`config.mk`:
```
export PLATFORM = sky130hd
export DESIGN_NAME = hsf_div
export DESIGN_NICKNAME = d
export VERILOG_FILES = /design/src/rtl/hsf_pkg.sv /design/src/rtl/hsf_div.sv
export SDC_FILE = /design/constraint.sdc
export NUM_CORES = 1
export LEC_CHECK = 0
export ABC_AREA = 1
export BUFFER_PORTS_ARGS = -buffer_cell sky130_fd_sc_hd__buf_4
export CAP_MARGIN = 30
export CORE_ASPECT_RATIO = 0.9
export CORE_UTILIZATION = 47
export DETAILED_ROUTE_END_ITERATION = 10
export MAX_ROUTING_LAYER = met4
export PLACE_DENSITY = 0.69
export SETUP_SLACK_MARGIN = 0.4
export SYNTH_ARGS = -nofsm -noshare
export SYNTH_HDL_FRONTEND = slang
export SYNTH_SLANG_ARGS = --single-unit
export TNS_END_PERCENT = 30
```
`constraint.sdc`:
```
create_clock -name clk -period 22.3 [get_ports clk]
set_input_delay 1.115 -clock clk [delete_from_list [all_inputs] [get_ports clk]]
set_output_delay 1.115 -clock clk [all_outputs]
set_load 0.01 [all_outputs]
```
`src/rtl/hsf_pkg.sv`:
```
// Shared constants, types and helpers of the Horn-Schunck flow engine.
package hsf_pkg;

  localparam int MAX_WIDTH        = 64;
  localparam int MAX_HEIGHT       = 64;
  localparam int FLOW_FRAC_BITS   = 8;
  localparam int WEIGHT_FRAC_BITS = 8;

  localparam int DEPTH   = MAX_WIDTH * MAX_HEIGHT;
  localparam int ADDR_W  = $clog2(DEPTH);
  localparam int TOTAL_W = ADDR_W + 1;
  localparam int DIM_W   = 7;
  localparam int PIX_W   = 8;
  localparam int FLOW_W  = 24;
  localparam int WEIGHT_W = 24;
  localparam int ITER_W  = 8;
  localparam int IDX_W   = 12;

  localparam int GRAD_W  = PIX_W + 3;
  localparam int SUM_W   = FLOW_W + 2;
  localparam int PROD_W  = GRAD_W + FLOW_W;
  localparam int P_W     = PROD_W + 2;
  localparam int XP_W    = GRAD_W + P_W;
  localparam int SQ_W    = 2 * GRAD_W - 1;
  localparam int NUM_W   = XP_W + WEIGHT_FRAC_BITS;
  localparam int DEN_W   = SQ_W + WEIGHT_FRAC_BITS + 2;
  localparam int DIFF_W  = NUM_W + 2;
  localparam int CNT_W   = $clog2(NUM_W + 1);

  localparam int CFG_IDX_W = 4;

  typedef enum logic [CFG_IDX_W-1:0] {
    REG_FRAME_WIDTH  = 4'd0,
    REG_FRAME_HEIGHT = 4'd1,
    REG_SMOOTHNESS   = 4'd2,
    REG_ITERATIONS   = 4'd3
  } cfg_reg_t;

  typedef struct packed {
    logic busy;
    logic done;
  } div_stat_t;

  function automatic logic signed [FLOW_W-1:0] sat_flow(input logic signed [DIFF_W-1:0] x);
    logic signed [DIFF_W-1:0] hi;
    logic signed [DIFF_W-1:0] lo;
    hi = {{(DIFF_W-FLOW_W+1){1'b0}}, {(FLOW_W-1){1'b1}}};
    lo = {{(DIFF_W-FLOW_W+1){1'b1}}, {(FLOW_W-1){1'b0}}};
    if (x > hi) return hi[FLOW_W-1:0];
    else if (x < lo) return lo[FLOW_W-1:0];
    else return x[FLOW_W-1:0];
  endfunction

endpackage

```
`src/rtl/hsf_div.sv`:
```
// Two-lane restoring divider sharing one divisor, one quotient bit per lane per cycle while busy.
module hsf_div import hsf_pkg::*; (
  input  logic             clk,
  input  logic             rst,
  input  logic             start,
  input  logic [NUM_W-1:0] num_a,
  input  logic [NUM_W-1:0] num_b,
  input  logic [DEN_W-1:0] den,
  output div_stat_t        stat,
  output logic [NUM_W-1:0] quo_a,
  output logic [NUM_W-1:0] quo_b
);

  logic [NUM_W-1:0] nq_a, nq_b;
  logic [DEN_W-1:0] rem_a, rem_b, den_q;
  logic [CNT_W-1:0] cnt;
  logic [DEN_W:0]   sh_a, sh_b, dext;
  logic             fit_a, fit_b;

  always_comb begin
    dext  = {1'b0, den_q};
    sh_a  = {rem_a, nq_a[NUM_W-1]};
    sh_b  = {rem_b, nq_b[NUM_W-1]};
    fit_a = sh_a >= dext;
    fit_b = sh_b >= dext;
  end

  always_ff @(posedge clk) begin
    if (rst) begin
      stat.busy <= 1'b0;
      stat.done <= 1'b0;
    end else begin
      stat.done <= 1'b0;
      if (start) begin
        stat.busy <= 1'b1;
        cnt       <= CNT_W'(NUM_W);
        nq_a      <= num_a;
        nq_b      <= num_b;
        rem_a     <= '0;
        rem_b     <= '0;
        den_q     <= den;
      end else if (stat.busy) begin
        nq_a  <= {nq_a[NUM_W-2:0], fit_a};
        nq_b  <= {nq_b[NUM_W-2:0], fit_b};
        rem_a <= fit_a ? DEN_W'(sh_a - dext) : sh_a[DEN_W-1:0];
        rem_b <= fit_b ? DEN_W'(sh_b - dext) : sh_b[DEN_W-1:0];
        cnt   <= cnt - CNT_W'(1);
        if (cnt == CNT_W'(1)) begin
          stat.busy <= 1'b0;
          stat.done <= 1'b1;
        end
      end
    end
  end

  assign quo_a = nq_a;
  assign quo_b = nq_b;

endmodule

```
==> impl_metrics.env <==
export IMPL_run_status="finished, final reports clean"
export IMPL_crit_end="rem_b[3]$_SDFFCE_PP0P_"
export IMPL_finalHoldViolCount=0
export IMPL_netlist_area_um2=14000
export IMPL_cp_data_arrival_time_ns=3.48
export IMPL_crit_path_top_delay_cell="sky130_fd_sc_hd__edfxtp_1"
export IMPL_route_detailed_wl_per_inst_um=15.67
export IMPL_cap_violations=0
export IMPL_number_of_synthesized_flops_with_an_enable_pin=211
export IMPL_chipHeight_um=165.8
export IMPL_finalWeightedCongestion=0.9232
export IMPL_end_kind="flip-flop"
export IMPL_avgSynthCellArea_um2=7.410
export IMPL_reg2reg_setup_slack_ns=19.10
export IMPL_class_of_the_worst_hold_path="flip-flop to flip-flop"
export IMPL_cell_area_after_placement_um2=16320
export IMPL_synth_xor_area_frac=0.01751
export IMPL_design_die_area_um2=30490
export IMPL_dieWidth_um=184.0
export IMPL_crit_startpoint="den_q[0]$_DFFE_PP_"
export IMPL_tightest_slew_ns=0.9399
export IMPL_tritoncts_buffers=25
export IMPL_clk_transition_reported_paths_ns=0.06
export IMPL_critPathMaxFanout=30
export IMPL_finish_net_count=2351
export IMPL_totalNegativeSetupSlack_ns=0
export IMPL_ys_seq_elements=213
export IMPL_synthesis_yosys_warnings=0
export IMPL_clock_insertion_delay_worst_skew_ns=0.55
export IMPL_final_min_period_over_clock_period=0.1435
export IMPL_synthDominantAreaCellType="sky130_fd_sc_hd__edfxtp_1"
export IMPL_synthMuxAreaShare=0
export IMPL_synth_compound_gate_area_share=0.03440
export IMPL_pin_count=260
export IMPL_min_period_ns=3.199
export IMPL_total_power_mw=1.249
export IMPL_clock_tree_htree_level_count=1
export IMPL_final_layout_size_suffix_gt1_frac=0.1578
export IMPL_crit_reg2reg_launch="den_q[0]$_DFFE_PP_"
export IMPL_cts_resized=0
export IMPL_place_detailed_hpwl_mm=30.17
export IMPL_grt_pass1_wl_mm=62.33
export IMPL_ff2ff_path_depth=14
export IMPL_rr_endpoint="rem_b[3]$_SDFFCE_PP0P_"
export IMPL_drt_pass1_iter_count=6
export IMPL_final_setup_skew_ns=0.02858
export IMPL_met1_usage=0.3509
export IMPL_setup_viol=0
export IMPL_required_ns=22.58
export IMPL_synth_largest_type_area_fraction=0.4524
export IMPL_tritoncts_num_sinks=213
export IMPL_final_routed_wirelength_across_all_metal_layers_mm=39.98
export IMPL_yosys_top_cells_area="sky130_fd_sc_hd__edfxtp_1 (45%), sky130_fd_sc_hd__nand2_1 (22%), sky130_fd_sc_hd__inv_1 (7.3%), sky130_fd_sc_hd__nor2_1 (5.8%), sky130_fd_sc_hd__ha_1 (5.7%)"
export IMPL_antenna_found_initial=0
export IMPL_std_cell_rows=59
export IMPL_final_instance_count_excl_fill=2551
export IMPL_synthesis_instances=1890
export IMPL_utilization=0.5900
export IMPL_basic_gate_share_of_the_synthesized_area_counting_and_or_nand_and_nor_cells=0.3424
export IMPL_cell_at_the_root_of_the_clock_tree="sky130_fd_sc_hd__clkbuf_16"
export IMPL_grt_max_degree=101
export IMPL_grt_util_met2=0.4279
export IMPL_dr_total_vias=12750
export IMPL_cts_setup_buffers=0
export IMPL_critical_path_max_stage_delay_ns=0.44
export IMPL_power_density_nw_per_um2=72.78
export IMPL_via_count_of_the_first_global_routing_pass=12010
export IMPL_synth_lib_cells_used_distinct=42
export IMPL_top_usage_layer="met2"
export IMPL_numPlacedInstances=2506
export IMPL_ant_nets=0
export IMPL_global_route_usage_total=0.2686
export IMPL_synth_top_family_by_area="simple AND/OR/NAND/NOR gates"
export IMPL_leakage_nw=8.896
export IMPL_grt_overflow=0
export IMPL_fmax_mhz=312.6
export IMPL_antenna_cells_inserted=0
export IMPL_cts_tree="built"
export IMPL_grt_setup_unrepaired="false"
export IMPL_synthFlopType="sky130_fd_sc_hd__edfxtp_1"
export IMPL_post_detailed_route_drc_marker_count=0
export IMPL_timing_worst_setup_path_type="flip-flop to flip-flop"
export IMPL_asyncSetResetFlopFracSynth=0
export IMPL_portBuffers=259
export IMPL_relSlewSlack=0.3734
export IMPL_coreArea_um2=29090
export IMPL_drt_vias_per_instance=4.999
export IMPL_ctsLongestPathBuffers=3
export IMPL_grtUsageMet3=0.04452
export IMPL_postSynthNetCount=2102
export IMPL_worstPathCellList="ha_1 > fa_1 > inv_1 > nand2_1 > nand2_1 > nand3_2 > nand2_2 > nand2_2 > nand3_2 > nand2_4 > nand2_4 > inv_1 > nor2_1 > nor2_1"
export IMPL_cts_hold_buffers=0
export IMPL_timing_final_max_slew_violations=0
export IMPL_critPathLaunchType="flip-flop"
export IMPL_syn_to_final_growth_pct=22.53
export IMPL_peakVddDrop_mv=0.06997
export IMPL_final_design_area_no_fill_um2=17160
export IMPL_synth_fa_ha_area_frac=0.06004
export IMPL_yosysSeqAreaShare=0.4553
export IMPL_floorplan_initialDensity=0.4815
export IMPL_first_iter_violations=964
[logic make-up after synthesis]
kind of cell	Yosys count
flops	213
fa+ha+maj	66
xor+xnor	28
buf+inv	318
compound gates	91
simple gates	1174
[sequential cells by signal (all words and copies together) (netlist names)]
signal,flops
quo_a,56
den_q,31
rem_b,31
cnt,6
stat,2
quo_b,56
rem_a,31
[worst min-delay path by stage]
stage | start | end | cells after the start
after floorplan | stat[1]$_SDFF_PP0_ | stat[0]$_SDFF_PP0_ | 2
after global placement | stat[1]$_SDFF_PP0_ | stat[0]$_SDFF_PP0_ | 2
after detailed placement | stat[1]$_SDFF_PP0_ | stat[0]$_SDFF_PP0_ | 2
after CTS | stat[1]$_SDFF_PP0_ | stat[0]$_SDFF_PP0_ | 2
after global routing | stat[1]$_SDFF_PP0_ | stat[0]$_SDFF_PP0_ | 2
final | stat[1]$_SDFF_PP0_ | stat[0]$_SDFF_PP0_ | 2
[critical path: cells and delay by family (launching register included)]
kind                     cells  cell delay, ns
AND/OR/NAND/NOR             10            1.30
adder cells (fa/ha/maj)      2            0.64
buffers and inverters        2            0.55
flip-flops                   1            0.44
[metrics by stage]
step / worst slack (ns) / hold slack, ns
3_5_place_dp: 18.46 / 0.5238
4_1_cts: 19.02 / 0.5412
6_report: 19.10 / 0.5349
3_3_place_gp: 18.42 / 0.5239
2_1_floorplan: 11.58 / 0.4796
5_1_grt: 18.86 / 0.5509
[cell usage in the layout, fill, tap and decap left out, drive strengths merged]
cell type and count:
nand4 9, edfxtp 211, dfxtp 2, nor3 2, o21ai 39, clkinv 9
bufinv 3, buf 267, clkbuf 29, nand3 69, nor4 1, inv 274
a21o 2, a21oi 46, o21bai 3, xnor2 4, and3 3, nand2 827
nor2 228, fa 2, clkinvlp 1, xor2 24, nand3b 29, o21a 1
and2 3, or2 3, ha 64
[synth_stat cells, types with 13 or more instances]
library cell               number
sky130_fd_sc_hd__nor2_1       217
sky130_fd_sc_hd__nand3b_1      29
sky130_fd_sc_hd__nand3_1       65
sky130_fd_sc_hd__xor2_1        24
sky130_fd_sc_hd__a21oi_1       44
sky130_fd_sc_hd__ha_1          64
sky130_fd_sc_hd__inv_1        271
sky130_fd_sc_hd__nand2_1      814
sky130_fd_sc_hd__edfxtp_1     211
sky130_fd_sc_hd__o21ai_1       13
sky130_fd_sc_hd__clkbuf_1      26
sky130_fd_sc_hd__o21ai_0       25
[routing by layer]
metal / wire length, um / part of all wire
met1: 17210 / 0.43
met2: 18610 / 0.47
met3: 2912 / 0.073
met4: 1236 / 0.031
met5: 0 / 0
[report_power, final]
| part | switching, mW | internal [mW] | total, mW |
|---|---|---|---|
| registers | 0.0176 | 0.483 | 0.501 |
| logic | 0.215 | 0.126 | 0.340 |
| clock network | 0.168 | 0.240 | 0.408 |
[cell type report]
type | count | area, um^2
fillers | 2694 | 11930
multi-input cells | 1359 | 6381
flip-flops and latches | 213 | 6376
repair buffers | 267 | 2077
inverters | 273 | 1035
clock buffers | 29 | 640.6
well taps | 396 | 495.5
clock inverters | 14 | 155.1
(Power assumes the default switching activity.)
